===== config.mk =====
export PLATFORM = sky130hd
export DESIGN_NAME = nibble_cpu_execute
export DESIGN_NICKNAME = d
export VERILOG_FILES = /design/src/rtl/core/nce_pkg.sv /design/src/rtl/core/nibble_cpu_execute.sv /design/src/rtl/core/nce_mem.sv /design/src/rtl/core/nce_alu.sv
export SDC_FILE = /design/constraint.sdc
export NUM_CORES = 1
export LEC_CHECK = 0
export BUFFER_PORTS_ARGS = -buffer_cell sky130_fd_sc_hd__buf_2
export CORE_MARGIN = 4
export CORE_UTILIZATION = 61
export CTS_CLUSTER_SIZE = 10
export DETAILED_ROUTE_END_ITERATION = 12
export PLACE_DENSITY = 0.89
export SYNTH_ARGS = -nofsm -noshare
export SYNTH_HDL_FRONTEND = slang
export SYNTH_SLANG_ARGS = --single-unit

===== constraint.sdc =====
create_clock -name i_clk -period 3.1 [get_ports i_clk]
set_input_delay 0.155 -clock i_clk [delete_from_list [all_inputs] [get_ports i_clk]]
set_output_delay 0.155 -clock i_clk [all_outputs]
set_load 0.1 [all_outputs]

===== src/rtl/core/nce_pkg.sv =====
// Shared types, opcodes and helpers for the nibble processor execute block.
package nce_pkg;

    localparam int unsigned MEM_DEPTH = 16;
    localparam int unsigned ADDR_W    = $clog2(MEM_DEPTH);

    // Standalone opcodes (whole byte 0x00..0x0F)
    localparam logic [7:0] OP_HALT = 8'h00;
    localparam logic [7:0] OP_RET  = 8'h01;
    localparam logic [7:0] OP_MOVS = 8'h02;
    localparam logic [7:0] OP_NOT  = 8'h03;
    localparam logic [7:0] OP_RSH  = 8'h04;
    localparam logic [7:0] OP_LSH  = 8'h05;
    localparam logic [7:0] OP_ROR  = 8'h06;
    localparam logic [7:0] OP_ROL  = 8'h07;
    localparam logic [7:0] OP_IN   = 8'h08;
    localparam logic [7:0] OP_OUT  = 8'h09;
    localparam logic [7:0] OP_BELL = 8'h0A;
    // Opcodes carried in the high nibble
    localparam logic [7:0] OP_ADD  = 8'h10;
    localparam logic [7:0] OP_SUB  = 8'h20;
    localparam logic [7:0] OP_XOR  = 8'h30;
    localparam logic [7:0] OP_OR   = 8'h40;
    localparam logic [7:0] OP_LDI  = 8'h50;
    localparam logic [7:0] OP_ST   = 8'h60;
    localparam logic [7:0] OP_LD   = 8'h70;
    // Opcodes carried in the top two bits
    localparam logic [7:0] OP_JNC  = 8'h80;
    localparam logic [7:0] OP_CALL = 8'hC0;

    typedef struct packed {
        logic [7:0] instruction;
        logic [7:0] input_value;
    } t_in_item;

    typedef struct packed {
        logic [5:0] next_pc;
        logic       out_valid;
        logic [3:0] out_value;
        logic       bell;
        logic       halted;
        logic       bad_opcode;
        logic       carry_out;
        logic [3:0] dest_value;
    } t_out_item;

    typedef struct packed {
        logic [5:0] pc;
        logic [5:0] link;
        logic [3:0] src;
        logic [3:0] dest;
        logic       carry;
        logic       halt;
    } t_arch_state;

    typedef struct packed {
        logic              en;
        logic [ADDR_W-1:0] addr;
        logic [3:0]        data;
    } t_mem_wr;

    // Data memory address used by an instruction byte; standalone ops use entry zero.
    function automatic logic [ADDR_W-1:0] mem_addr(input logic [7:0] byte_in);
        logic [ADDR_W-1:0] a;
        a = (byte_in[7:4] == 4'h0) ? '0 : byte_in[ADDR_W-1:0];
        return a;
    endfunction

endpackage


===== src/rtl/core/nibble_cpu_execute.sv =====
// Top level of the nibble processor execute block.
//
// Usage:
//   Input channel (i_in_valid / o_in_stall / i_in_data) carries one request per
//   instruction byte plus the value used by the in instruction. Output channel
//   (o_out_valid / i_out_stall / o_out_data) returns one status request per
//   instruction: next pc, out strobe and value, bell, halt, error, carry, dest.
// Pipeline:
//   The accepting edge registers the operand nibble read from the data memory.
//   The execute stage then executes, updates the registers, writes back on store
//   and loads the output register. One instruction is taken every cycle while the
//   output is not stalled; a store followed at once by a read of the same nibble
//   is served through the memory write bypass.
// Reset:
//   Synchronous, active low. Clears pc, link, source, dest, carry and halt and
//   marks all sixteen data nibbles as reading zero; no clearing pass is needed.
// Stall:
//   While the output request is stalled it holds; an instruction in the execute
//   stage then holds too and o_in_stall rises until the output register drains.
module nibble_cpu_execute (
    input  logic               i_clk,
    input  logic               i_rst_n,
    input  logic               i_in_valid,
    output logic               o_in_stall,
    input  nce_pkg::t_in_item  i_in_data,
    output logic               o_out_valid,
    input  logic               i_out_stall,
    output nce_pkg::t_out_item o_out_data
);

    // execute stage request and architectural registers
    logic                 r_ex_vld;
    nce_pkg::t_in_item    r_ex_item;
    nce_pkg::t_arch_state r_state;
    nce_pkg::t_arch_state n_state;

    // output register
    logic                 r_out_vld;
    nce_pkg::t_out_item   r_out_item;
    nce_pkg::t_out_item   n_out_item;

    logic                 out_rdy;
    logic                 ex_go;
    logic                 in_acc;
    logic [3:0]           mem_data;
    nce_pkg::t_mem_wr     ex_wr;
    nce_pkg::t_mem_wr     mem_wr;

    // output register frees when empty or being taken this cycle
    assign out_rdy    = !r_out_vld || !i_out_stall;
    assign ex_go      = r_ex_vld && out_rdy;
    // hold new requests while the execute stage is blocked
    assign o_in_stall = r_ex_vld && !out_rdy;
    assign in_acc     = i_in_valid && !o_in_stall;

    // commit a store only when its instruction retires
    always_comb begin
        mem_wr    = ex_wr;
        mem_wr.en = ex_wr.en && ex_go;
    end

    nce_mem u_mem (
        .i_clk     (i_clk),
        .i_rst_n   (i_rst_n),
        .i_rd_en   (in_acc),
        .i_rd_addr (nce_pkg::mem_addr(i_in_data.instruction)),
        .i_wr      (mem_wr),
        .o_rd_data (mem_data)
    );

    nce_alu u_alu (
        .i_instruction (r_ex_item.instruction),
        .i_input_value (r_ex_item.input_value),
        .i_mem_data    (mem_data),
        .i_state       (r_state),
        .o_state       (n_state),
        .o_wr          (ex_wr),
        .o_result      (n_out_item)
    );

    // payload registers: load on accept / retire, otherwise hold
    always_ff @(posedge i_clk) begin
        if (in_acc) begin
            r_ex_item <= i_in_data;
        end
        if (ex_go) begin
            r_out_item <= n_out_item;
        end
    end

    always_ff @(posedge i_clk) begin
        if (!i_rst_n) begin
            r_ex_vld  <= 1'b0;
            r_out_vld <= 1'b0;
            r_state   <= '0;
        end else begin
            // advance execute stage: refill on accept, drop when it retires alone
            if (in_acc) begin
                r_ex_vld <= 1'b1;
            end else if (ex_go) begin
                r_ex_vld <= 1'b0;
            end
            if (ex_go) begin
                r_out_vld <= 1'b1;
                r_state   <= n_state;
            end else if (!i_out_stall) begin
                r_out_vld <= 1'b0;
            end
        end
    end

    assign o_out_valid = r_out_vld;
    assign o_out_data  = r_out_item;

endmodule


===== src/rtl/core/nce_mem.sv =====
// Sixteen-nibble data memory with registered read, per-entry valid bits and write bypass.
module nce_mem (
    input  logic                       i_clk,
    input  logic                       i_rst_n,
    input  logic                       i_rd_en,
    input  logic [nce_pkg::ADDR_W-1:0] i_rd_addr,
    input  nce_pkg::t_mem_wr           i_wr,
    output logic [3:0]                 o_rd_data
);

    logic [3:0]                      r_mem [nce_pkg::MEM_DEPTH];
    logic [nce_pkg::MEM_DEPTH-1:0]   r_valid;
    logic [3:0]                      r_q;
    logic                            r_q_vld;
    logic                            r_fwd;
    logic [3:0]                      r_fwd_data;

    always_ff @(posedge i_clk) begin
        if (i_wr.en) begin
            r_mem[i_wr.addr] <= i_wr.data;
        end
        if (i_rd_en) begin
            r_q        <= r_mem[i_rd_addr];
            r_fwd_data <= i_wr.data;
        end
    end

    always_ff @(posedge i_clk) begin
        if (!i_rst_n) begin
            r_valid <= '0;
            r_q_vld <= 1'b0;
            r_fwd   <= 1'b0;
        end else begin
            if (i_wr.en) begin
                r_valid[i_wr.addr] <= 1'b1;
            end
            if (i_rd_en) begin
                r_q_vld <= r_valid[i_rd_addr];
                // take the write data when the same entry is written this cycle
                r_fwd   <= i_wr.en && (i_wr.addr == i_rd_addr);
            end
        end
    end

    assign o_rd_data = r_fwd ? r_fwd_data : (r_q_vld ? r_q : 4'h0);

endmodule


===== src/rtl/core/nce_alu.sv =====
// Decode and execute of one instruction byte against the register state.
module nce_alu (
    input  logic [7:0]           i_instruction,
    input  logic [7:0]           i_input_value,
    input  logic [3:0]           i_mem_data,
    input  nce_pkg::t_arch_state i_state,
    output nce_pkg::t_arch_state o_state,
    output nce_pkg::t_mem_wr     o_wr,
    output nce_pkg::t_out_item   o_result
);

    logic [7:0] op;
    logic [5:0] arg;
    logic [5:0] pc_inc;
    logic [3:0] src;
    logic [4:0] sum;
    logic [4:0] diff;
    logic       ov;
    logic       bel;
    logic       bad;
    nce_pkg::t_arch_state st;

    always_comb begin
        if (i_instruction[7:4] == 4'h0) begin
            op  = i_instruction;
            arg = 6'h00;
        end else if (i_instruction > 8'h80) begin
            op  = {i_instruction[7:6], 6'h00};
            arg = i_instruction[5:0];
        end else begin
            op  = {i_instruction[7:4], 4'h0};
            arg = {2'b00, i_instruction[3:0]};
        end
    end

    assign pc_inc = i_state.pc + 6'd1;
    assign src    = i_state.src;
    assign sum    = {1'b0, src} + {1'b0, i_mem_data};
    assign diff   = {1'b0, src} - {1'b0, i_mem_data};

    always_comb begin
        st      = i_state;
        st.pc   = pc_inc;
        ov      = 1'b0;
        bel     = 1'b0;
        bad     = 1'b0;
        o_wr.en   = 1'b0;
        o_wr.addr = arg[nce_pkg::ADDR_W-1:0];
        o_wr.data = i_state.dest;
        case (op)
            nce_pkg::OP_ADD: begin
                st.carry = sum[4];
                st.dest  = sum[3:0];
            end
            nce_pkg::OP_SUB: begin
                st.carry = diff[4];
                st.dest  = diff[3:0];
            end
            nce_pkg::OP_XOR:  st.dest = src ^ i_mem_data;
            nce_pkg::OP_OR:   st.dest = src | i_mem_data;
            nce_pkg::OP_LDI:  st.dest = arg[3:0];
            nce_pkg::OP_ST:   o_wr.en = 1'b1;
            nce_pkg::OP_LD:   st.src  = i_mem_data;
            nce_pkg::OP_JNC: begin
                if (!i_state.carry) begin
                    st.pc = arg;
                end
            end
            nce_pkg::OP_CALL: begin
                st.link = pc_inc;
                st.pc   = arg;
            end
            nce_pkg::OP_HALT: st.halt = 1'b1;
            nce_pkg::OP_RET:  st.pc   = i_state.link;
            nce_pkg::OP_MOVS: st.src  = i_state.dest;
            nce_pkg::OP_NOT:  st.dest = ~src;
            nce_pkg::OP_RSH: begin
                st.dest  = {1'b0, src[3:1]};
                st.carry = src[0];
            end
            nce_pkg::OP_LSH: begin
                st.carry = src[3];
                st.dest  = {src[2:0], 1'b0};
            end
            nce_pkg::OP_ROR:  st.dest = {src[0], src[3:1]};
            nce_pkg::OP_ROL:  st.dest = {src[2:0], src[3]};
            nce_pkg::OP_IN:   st.dest = i_input_value[3:0];
            nce_pkg::OP_OUT:  ov      = 1'b1;
            nce_pkg::OP_BELL: bel     = 1'b1;
            default:          bad     = 1'b1;
        endcase
    end

    assign o_state = st;

    always_comb begin
        o_result.next_pc    = st.pc;
        o_result.out_valid  = ov;
        o_result.out_value  = ov ? i_state.dest : 4'h0;
        o_result.bell       = bel;
        o_result.halted     = st.halt;
        o_result.bad_opcode = bad;
        o_result.carry_out  = st.carry;
        o_result.dest_value = st.dest;
    end

endmodule


==> results of run 1 <==
## layout make-up
| class | count | area, µm² |
|---|---|---|
| clock buffer | 21 | 449 |
| clock inverter | 11 | 155 |
| fill | 657 | 2760 |
| inverter | 26 | 97.6 |
| multi-input combinational | 358 | 2510 |
| sequential | 145 | 3930 |
| tap | 136 | 170 |
| timing repair buffer | 60 | 388 |
## sequential cells by signal, indices dropped and copies added, names as in the netlist
signal and count:
u_mem.r_mem 64, u_mem.r_q 4, u_mem.r_fwd 1, r_state 22
r_ex_vld 1, r_ex_item 12, u_mem.r_fwd_data 4, o_out_valid 1
u_mem.r_valid 16, u_mem.r_q_vld 1, o_out_data 19
## cell usage in the layout, fill, tap and decap left out, types with 5 or more instances in the layout
cell,netlist,routed
a211oi_1,6,6
a21oi_1,20,20
a221oi_1,5,5
a22oi_1,11,11
a31oi_1,6,6
and2_1,6,6
buf_2,2,36
buf_4,0,13
clkbuf_16,0,16
dfxtp_1,42,42
dlygate4sd3_1,0,11
edfxtp_1,103,103
ha_1,14,14
inv_1,25,25
mux2_2,9,9
mux2i_1,17,17
mux4_2,10,10
nand2_1,27,27
nand3_1,14,14
nor2_1,68,68
nor2b_1,7,7
nor3_1,12,12
nor4_1,5,5
o211ai_1,6,6
o21a_1,10,10
o21ai_0,29,29
o22ai_1,7,7
xor2_1,5,5
## power by group through the flow
stage	Clock [µW]	Combinational, µW	Sequential (µW)
floorplan	0	203	2280
global placement	0	373	2210
detailed placement	0	384	2210
CTS	2090	400	2170
global route	2190	431	2180
finish	2080	407	2180
## cells in the mapped netlist, types with 7 or more instances
cell type,number
edfxtp_1,103
nor2_1,68
dfxtp_1,42
o21ai_0,29
nand2_1,27
clkbuf_1,26
inv_1,25
a21oi_1,20
mux2i_1,17
ha_1,14
nand3_1,14
nor3_1,12
a22oi_1,11
mux4_2,10
o21a_1,10
mux2_2,9
nor2b_1,7
o22ai_1,7
## layer usage
metal  track usage, %  part of all wire, %  vias to the layer above
li1                 -                    -                     2211
met1             35.6                   38                     2443
met2             45.0                   48                      344
met3             8.14                  9.3                       75
met4             14.3                  4.7                        0
met5                0                    0                        -
## final timing paths
check                         start                 to  slack [ns]  depth (start not counted)
setup / recovery        u_mem.r_fwd      o_out_data[2]        0.49                          9
hold / removal        i_in_data[10]      r_ex_item[10]        0.06                          1
setup reg to reg        u_mem.r_fwd      o_out_data[2]        0.49                          9
hold reg to reg   u_mem.r_valid[14]  u_mem.r_valid[14]        0.47                          1
## logic make-up after synthesis
family | Yosys count | synth area share [%]
DFF | 145 | 59.1
buffers and inverters | 56 | 3.20
adders and majority gates | 16 | 3.23
muxes | 36 | 7.47
AOI/OAI and AO/OA | 133 | 13.7
xor gates and xnor gates | 9 | 1.18
and+or+nand+nor | 164 | 12.1
## per-stage QoR
| stage | instances | power, µW | util, % |
|---|---|---|---|
| 4_1_cts | 757 | 4660 | 73.6 |
| 2_1_floorplan | 559 | 2490 | - |
| 5_1_grt | 757 | 4800 | 73.6 |
| 3_5_place_dp | 714 | 2600 | 66.8 |
| 3_3_place_gp | 714 | 2580 | 66.8 |
| 6_report | 757 | 4660 | 73.6 |
## repair_timing
item,CTS,global route
endpoints found under the hold margin,11,0
resized for setup,0,0
hold buffers,11,0
==> impl_metrics.py, run 1 <==
metrics = {
    "outcome": {
        "outcome": "complete, no violations",
    },
    "setup_path": {
        "worst_path_most_repeated_cell": "nor2b_1",
        "required_ns": 3.39,
        "critPathCaptureType": "flip-flop",
        "crit_path_arrival_time_ns": 2.89,
        "setup.worst_path.start_class": "flip-flop",
        "worst_path_max_delay_cell": "fa_1",
        "critical_path.cell_chain": "nor2b_1, a22oi_1, inv_1, fa_1, nor2b_1, xnor2_1, o221ai_1, nor3_1, nand2_1",
        "timing.critical_path.buf_inv": 1,
        "critPathTopFamily": "simple AND/OR/NAND/NOR gates",
        "worstPathMaxFanout": 6,
        "critPathKind": "flip-flop to flip-flop",
        "worst_path_largest_cell_delay_ns": 0.45,
    },
    "timing": {
        "rsz_0062_raised_after_global_routing": "false",
        "finalCritPeriodShare_pct": 84.2,
        "fin_ws_ns": 0.491,
        "finalSetupViolCount": 0,
        "slew_at_the_pin_closest_to_its_max_slew_limit_ns": 1.24,
        "setup_total_negative_slack_ns": 0,
        "fin_crit_ns": 2.61,
        "slew-limit-headroom_pct": 16.4,
        "final-max-slew-violation-count": 0,
        "fin_skew_ns": 0.00812,
        "final-hold-violation-count": 0,
        "post_route_hold_slack_ns": 0.0614,
        "fmax_mhz": 383,
    },
    "detailed_routing": {
        "via_total_after_detailed_routing": 5073,
        "drt_first_iter_violations": 629,
        "drt_wl_cell_um": 22.6,
        "drt_pass1_iterations": 5,
        "detail_routed_via_count_per_cell": 6.70,
        "drc": 0,
        "route.antenna.remaining_nets": 0,
        "detail_route.wirelength_um": 17100,
    },
    "clock_network": {
        "clock_sinks": 145,
        "cts_tree": "yes",
        "clockRootBuffer": "clkbuf_8",
        "post_cts_buffers": 0,
        "cts-buffers-inserted": 17,
        "cts.reportedPaths.clkPinSlew_ns": 0.06,
        "clock_path_buffers": 2,
        "cts_htree_levels": 4,
        "clock_insertion_delay_worst_skew_ns": 0.54,
    },
    "global_routing": {
        "wire_length_of_the_first_global_routing_pass_um": 27500,
        "antenna_found_initial": 0,
        "grt_max_degree": 32,
        "grt_pass1_vias": 5052,
        "grt_overflow": 0,
        "globalRouteTotalUtil_pct": 28.3,
    },
    "logic_synthesis": {
        "synth_seq_area_share_pct": 59.1,
        "synth_edf_count": 103,
        "postSynthRegisterBits": 145,
        "synth_area_leader_cell": "edfxtp_1",
        "postSynthNetCount": 595,
        "netlist_area_mm2": 0.00665,
        "top_cells_by_area_synth": "edfxtp_1 46%, dfxtp_1 13%, nor2_1 3.8%",
        "synth-warning-count": 0,
        "synthFlopType": "edfxtp_1",
        "syn_area_per_cell_um2": 11.9,
        "post_synthesis_cell_type_count": 62,
        "netlist.area_leader.share_pct": 46.5,
        "postSynth.asyncResetShare_pct": 0,
        "syn_inst": 559,
    },
    "floorplanning": {
        "core-area_mm2": 0.0105,
        "io-pin-count": 41,
        "fp.dieArea_mm2": 0.0126,
        "die_height_um": 112,
        "floorplan.rows": 37,
        "initial_core_util_pct": 63.6,
        "die_width_um": 112,
    },
    "run": {
        "maxCapViolCount": 0,
    },
    "power": {
        "power_report.internal_total_uw": 3510,
        "vdd_ir_drop_max_mv": 0.493,
        "power.leakage_uw": 0.00270,
        "swShare_pct": 24.6,
        "p_clk_share_pct": 44.6,
        "seqPwrFrac_pct": 46.7,
        "combinationalPowerShare_pct": 8.7,
        "power.switching_uw": 1150,
        "pwr_density_cell_mw_per_mm2": 605,
    },
    "worst_hold_path": {
        "hp-class": "input pin to flip-flop",
    },
    "placement": {
        "routabilityCongestion": 0.933,
        "io_buffers": 36,
        "place_area_mm2": 0.00699,
        "post-place-ws_ns": 0.572,
        "dp.final_hpwl_um": 10900,
    },
    "cells_and_area": {
        "postLayoutCellArea_mm2": 0.00770,
        "antennaDiodeCount": 0,
        "finish.net_count": 644,
        "final_layout_size_suffix_gt1_share_pct": 16.7,
        "syn2layout_area_growth_pct": 15.7,
    },
}
Power figures use the tool's default switching activity.
==> run 2: changes to the inputs <==
clock period = 2.61 ns   (was 3.1 ns; I/O delays follow)
==> impl_metrics.py, run 2 (synthesized netlist as in run 1, its figures left out) <==
metrics = {
    "setup_path": {
        "reg2reg_to": "o_out_data[1]",
        "worstPathMaxFanout": 6,
        "crit_path_arrival_time_ns": 2.68,
        "worst_path_most_repeated_cell": "o211ai_1",
        "worst_path_largest_cell_delay_ns": 0.47,
        "critPathKind": "flip-flop to flip-flop",
        "worst_path_max_delay_cell": "fa_1",
        "required_ns": 2.89,
        "rrSetupSlack_ns": 0.21,
        "setup.worst_path.start_class": "flip-flop",
        "reg2reg_from": "u_mem.r_fwd",
        "worst-r2r-cell-count": 10,
        "critPathCaptureType": "flip-flop",
        "critical_path.cell_chain": "nor2b_1, a22o_1, ha_1, inv_1, fa_1, nor3b_1, o211ai_1, o211ai_1, nor3_2, nand2_1",
    },
    "worst_hold_path": {
        "min_to": "r_ex_item[10]",
        "whs_path_depth": 1,
        "hp-class": "input pin to flip-flop",
        "hold_path_startpoint": "i_in_data[10]",
    },
    "power": {
        "report.power.total_uw": 5560,
        "vdd_ir_drop_max_mv": 0.563,
        "power.leakage_uw": 0.00280,
        "pwr_density_cell_mw_per_mm2": 708,
    },
    "timing": {
        "fin_skew_ns": 0.00849,
        "slew_at_the_pin_closest_to_its_max_slew_limit_ns": 0.929,
        "rsz_0062_raised_after_global_routing": "false",
        "finalSetupViolCount": 0,
        "fin_crit_ns": 2.40,
        "final-hold-violation-count": 0,
        "slew-limit-headroom_pct": 38.0,
        "final-max-slew-violation-count": 0,
        "fmax_mhz": 417,
        "setup_total_negative_slack_ns": 0,
        "finalCritPeriodShare_pct": 91.9,
    },
    "cells_and_area": {
        "final_layout_size_suffix_gt1_share_pct": 19.2,
        "fin_cells": 777,
        "largest_register_ff_count": 64,
        "final_util_pct": 75.1,
        "postLayoutCellArea_mm2": 0.00786,
        "antennaDiodeCount": 0,
        "syn2layout_area_growth_pct": 18.1,
        "final_cell_mix": "103 x edfxtp_1, 68 x nor2_1, 42 x dfxtp_1",
        "finish.net_count": 664,
        "top_register": "u_mem.r_mem",
        "layout_commonest_cell": "edfxtp_1",
    },
    "clock_network": {
        "cts_tree": "yes",
        "clock_path_buffers": 2,
        "post_cts_buffers": 0,
        "clock_sinks": 145,
        "clockRootBuffer": "clkbuf_8",
        "cts-buffers-inserted": 17,
        "cts_htree_levels": 4,
        "clock_insertion_delay_worst_skew_ns": 0.53,
        "cts.reportedPaths.clkPinSlew_ns": 0.06,
    },
    "outcome": {
        "outcome": "complete, no violations",
    },
    "placement": {
        "place_inst": 734,
        "place_area_mm2": 0.00714,
        "dp.final_hpwl_um": 11100,
        "routabilityCongestion": 0.959,
        "io_buffers": 36,
    },
    "detailed_routing": {
        "drt_wl_cell_um": 21.8,
        "route.antenna.remaining_nets": 0,
        "drt_first_iter_violations": 799,
        "drc": 0,
        "detail_route.wirelength_um": 17000,
        "via_total_after_detailed_routing": 5016,
        "detail_routed_via_count_per_cell": 6.46,
        "drt_pass1_iterations": 5,
    },
    "global_routing": {
        "grt_pass1_vias": 4945,
        "globalRouteTotalUtil_pct": 28.1,
        "wire_length_of_the_first_global_routing_pass_um": 27100,
        "grt_overflow": 0,
        "antenna_found_initial": 0,
        "grt_max_degree": 32,
    },
    "floorplanning": {
        "core-area_mm2": 0.0105,
        "fp.dieArea_mm2": 0.0126,
        "die_height_um": 112,
        "die_width_um": 112,
        "io-pin-count": 41,
        "initial_core_util_pct": 63.6,
        "floorplan.rows": 37,
    },
    "run": {
        "maxCapViolCount": 0,
    },
}
-- run 2: worst max-delay path: cells and delay by family, from the launching register on --
family,cells,cell delay (ns)
AOI/OAI and AO/OA,3,0.54
adders and majority gates,2,0.66
buffers and inverters,1,0.06
DFF,1,0.35
and+or+nand+nor,4,0.54
-- run 2: repair_timing --
action	CTS	global route
endpoints found under the setup margin	0	2
gates resized for setup	0	2
hold endpoints to repair	11	0
hold buffers	11	0
-- run 2: worst max-delay path by stage --
stage	to	slack (ns)	from
after floorplan	u_mem.r_mem[12][0]	0.24	o_out_valid
after global placement	o_out_data[1]	0.22	u_mem.r_fwd
after detailed placement	o_out_data[1]	0.15	u_mem.r_fwd
after CTS	o_out_data[1]	0.14	u_mem.r_fwd
after global routing	o_out_data[1]	0.06	u_mem.r_fwd
final	o_out_data[1]	0.21	u_mem.r_fwd
-- run 2: through the flow --
step                hold WS, ns  setup WS [ns]
floorplan                 0.229          0.244
global placement          0.308          0.222
detailed placement        0.311          0.150
CTS                     0.00521          0.138
global route             0.0246         0.0566
finish                   0.0293          0.211
-- run 2: report_power, final --
group          internal, µW  switching (µW)  leakage (µW)
logic                   152             354       0.00129
clock network          1570             909      0.000287
registers              2520            56.4       0.00122
-- run 2: layer usage --
layer | part of all wire [%] | track usage [%]
met5 | 0 | 0
met4 | 3.4 | 11.8
met3 | 9.5 | 6.42
met2 | 49 | 45.7
met1 | 38 | 36.7
-- run 2: layout make-up --
type                            instances  area [µm²]
Fill cell                             635        2610
Inverter                               26        97.6
Tap cell                              136         170
Clock inverter                         11         161
Multi-Input combinational cell        358        2520
Timing Repair Buffer                   80         538
Clock buffer                           21         439
Sequential cell                       145        3930
==> run 3: changes to the inputs <==
CELL_PAD_IN_SITES_DETAIL_PLACEMENT = 2   (was not set)
CELL_PAD_IN_SITES_GLOBAL_PLACEMENT = 2   (was not set)
CORE_UTILIZATION = 42   (was 61)
==> impl_metrics.py, run 3 (synthesized netlist as in run 1, its figures left out) <==
metrics = {
    "cells_and_area": {
        "syn2layout_area_growth_pct": 20.0,
        "antennaDiodeCount": 0,
        "final_cell_mix": "103 x edfxtp_1, 68 x nor2_1, 41 x dfxtp_1",
        "top_register": "u_mem.r_mem",
        "postLayoutCellArea_mm2": 0.00799,
        "largest_register_ff_count": 64,
        "layout_commonest_cell": "edfxtp_1",
        "final_util_pct": 51.9,
        "finish.net_count": 664,
        "final_layout_size_suffix_gt1_share_pct": 20.3,
    },
    "global_routing": {
        "wire_length_of_the_first_global_routing_pass_um": 41700,
        "globalRouteTotalUtil_pct": 32.2,
        "grt_max_degree": 32,
        "grt_overflow": 0,
        "antenna_found_initial": 0,
        "grt_pass1_vias": 6042,
    },
    "setup_path": {
        "crit_path_arrival_time_ns": 2.93,
        "setup.worst_path.start_class": "flip-flop",
        "critPathKind": "flip-flop to flip-flop",
        "required_ns": 2.95,
        "worstPathMaxFanout": 9,
        "critPathCaptureType": "flip-flop",
    },
    "floorplanning": {
        "fp.dieArea_mm2": 0.0179,
        "floorplan.rows": 45,
        "die_height_um": 134,
        "die_width_um": 134,
        "io-pin-count": 41,
        "core-area_mm2": 0.0154,
        "initial_core_util_pct": 43.3,
    },
    "timing": {
        "fin_ws_ns": 0.0252,
        "fin_skew_ns": 0.0225,
        "rsz_0062_raised_after_global_routing": "false",
        "fmax_mhz": 387,
        "slew-limit-headroom_pct": 30.5,
        "final-max-slew-violation-count": 0,
        "post_route_hold_slack_ns": 0.0109,
        "fin_crit_ns": 2.58,
        "slew_at_the_pin_closest_to_its_max_slew_limit_ns": 1.03,
        "final-hold-violation-count": 0,
        "finalCritPeriodShare_pct": 99.0,
        "finalSetupViolCount": 0,
    },
    "placement": {
        "post-place-ws_ns": -0.0182,
        "routabilityCongestion": 0.848,
        "dp.final_hpwl_um": 16700,
        "place_area_mm2": 0.00724,
        "io_buffers": 36,
    },
    "detailed_routing": {
        "drt_pass1_iterations": 5,
        "drt_wl_cell_um": 33.2,
        "drc": 0,
        "drt_first_iter_violations": 636,
        "detail_route.wirelength_um": 28300,
        "detail_routed_via_count_per_cell": 6.52,
        "route.antenna.remaining_nets": 0,
        "via_total_after_detailed_routing": 5551,
    },
    "clock_network": {
        "cts_tree": "yes",
        "cts_htree_levels": 4,
        "clock_sinks": 145,
        "clockRootBuffer": "clkbuf_16",
        "clock_path_buffers": 2,
        "cts.reportedPaths.clkPinSlew_ns": 0.07,
        "clock_insertion_delay_worst_skew_ns": 0.45,
        "cts-buffers-inserted": 17,
    },
    "power": {
        "report.power.total_uw": 5790,
        "pwr_density_cell_mw_per_mm2": 725,
        "power.leakage_uw": 0.00282,
        "vdd_ir_drop_max_mv": 0.541,
    },
    "worst_hold_path": {
        "hp-class": "input pin to flip-flop",
    },
    "run": {
        "maxCapViolCount": 0,
    },
    "outcome": {
        "outcome": "complete, no violations",
    },
}
-- run 3: cell types whose count changed in the layout (fill, tap and decap cells not counted), sizes merged --
cell	before	now
buf	69	71
bufinv	4	3
clkbuf	21	23
dlygate4sd3	11	9
inv	26	25
-- run 3: cell type report --
class,count,area [µm²]
Clock buffer,23,478
Sequential cell,145,3940
Tap cell,211,264
Multi-Input combinational cell,358,2550
Fill cell,1469,7390
Inverter,26,97.6
Clock inverter,9,131
Timing Repair Buffer,80,533
-- run 3: per-stage QoR --
step / std cells / TNS [ns]
final: 852 / 0
after CTS: 852 / 0
after global placement: 811 / 0
after floorplan: 559 / 0
after detailed placement: 811 / -0.0182
after global routing: 852 / 0
-- run 3: worst paths after layout --
path,cells past startpoint,slack [ns],start,to
min,3,0.01,i_out_stall,o_out_valid
max reg2reg,6,0.03,r_ex_item[14],u_mem.r_valid[15]
max,6,0.03,r_ex_item[14],u_mem.r_valid[15]
min reg2reg,1,0.47,u_mem.r_valid[6],u_mem.r_valid[6]
-- run 3: worst max-delay path, cell delays in order, from the launching register on --
cell	delay [ns]
edfxtp_1	0.42
nor2b_1	0.44
nand4b_1	0.24
buf_4	0.23
nor3_1	0.83
nor2_1	0.13
nor2_1	0.19
-- run 3: timing repair --
action	CTS	global route
pin swaps	0	1
endpoints found under the hold margin	9	0
hold buffers	9	0
setup buffers	0	0
setup endpoints to repair	3	9
resized for setup	2	7
-- run 3: per-layer routing --
metal	global-route usage, %	share of wire (%)	up-vias	routed length, µm
met5	0	0	-	0
met2	55.2	50	329	14200
li1	-	-	2250	-
met1	37.5	38	2870	10600
met4	18.5	5.6	0	1570
met3	6.45	6.7	102	1900
-- run 3: power breakdown --
| group | internal (µW) | total [µW] | switching [µW] | leakage, µW |
|---|---|---|---|---|
| clock network | 1580 | 2610 | 1030 | 0.000291 |
| registers | 2520 | 2580 | 56.9 | 0.00122 |
| logic | 159 | 604 | 445 | 0.00131 |
| total | 4260 | 5790 | 1530 | 0.00282 |
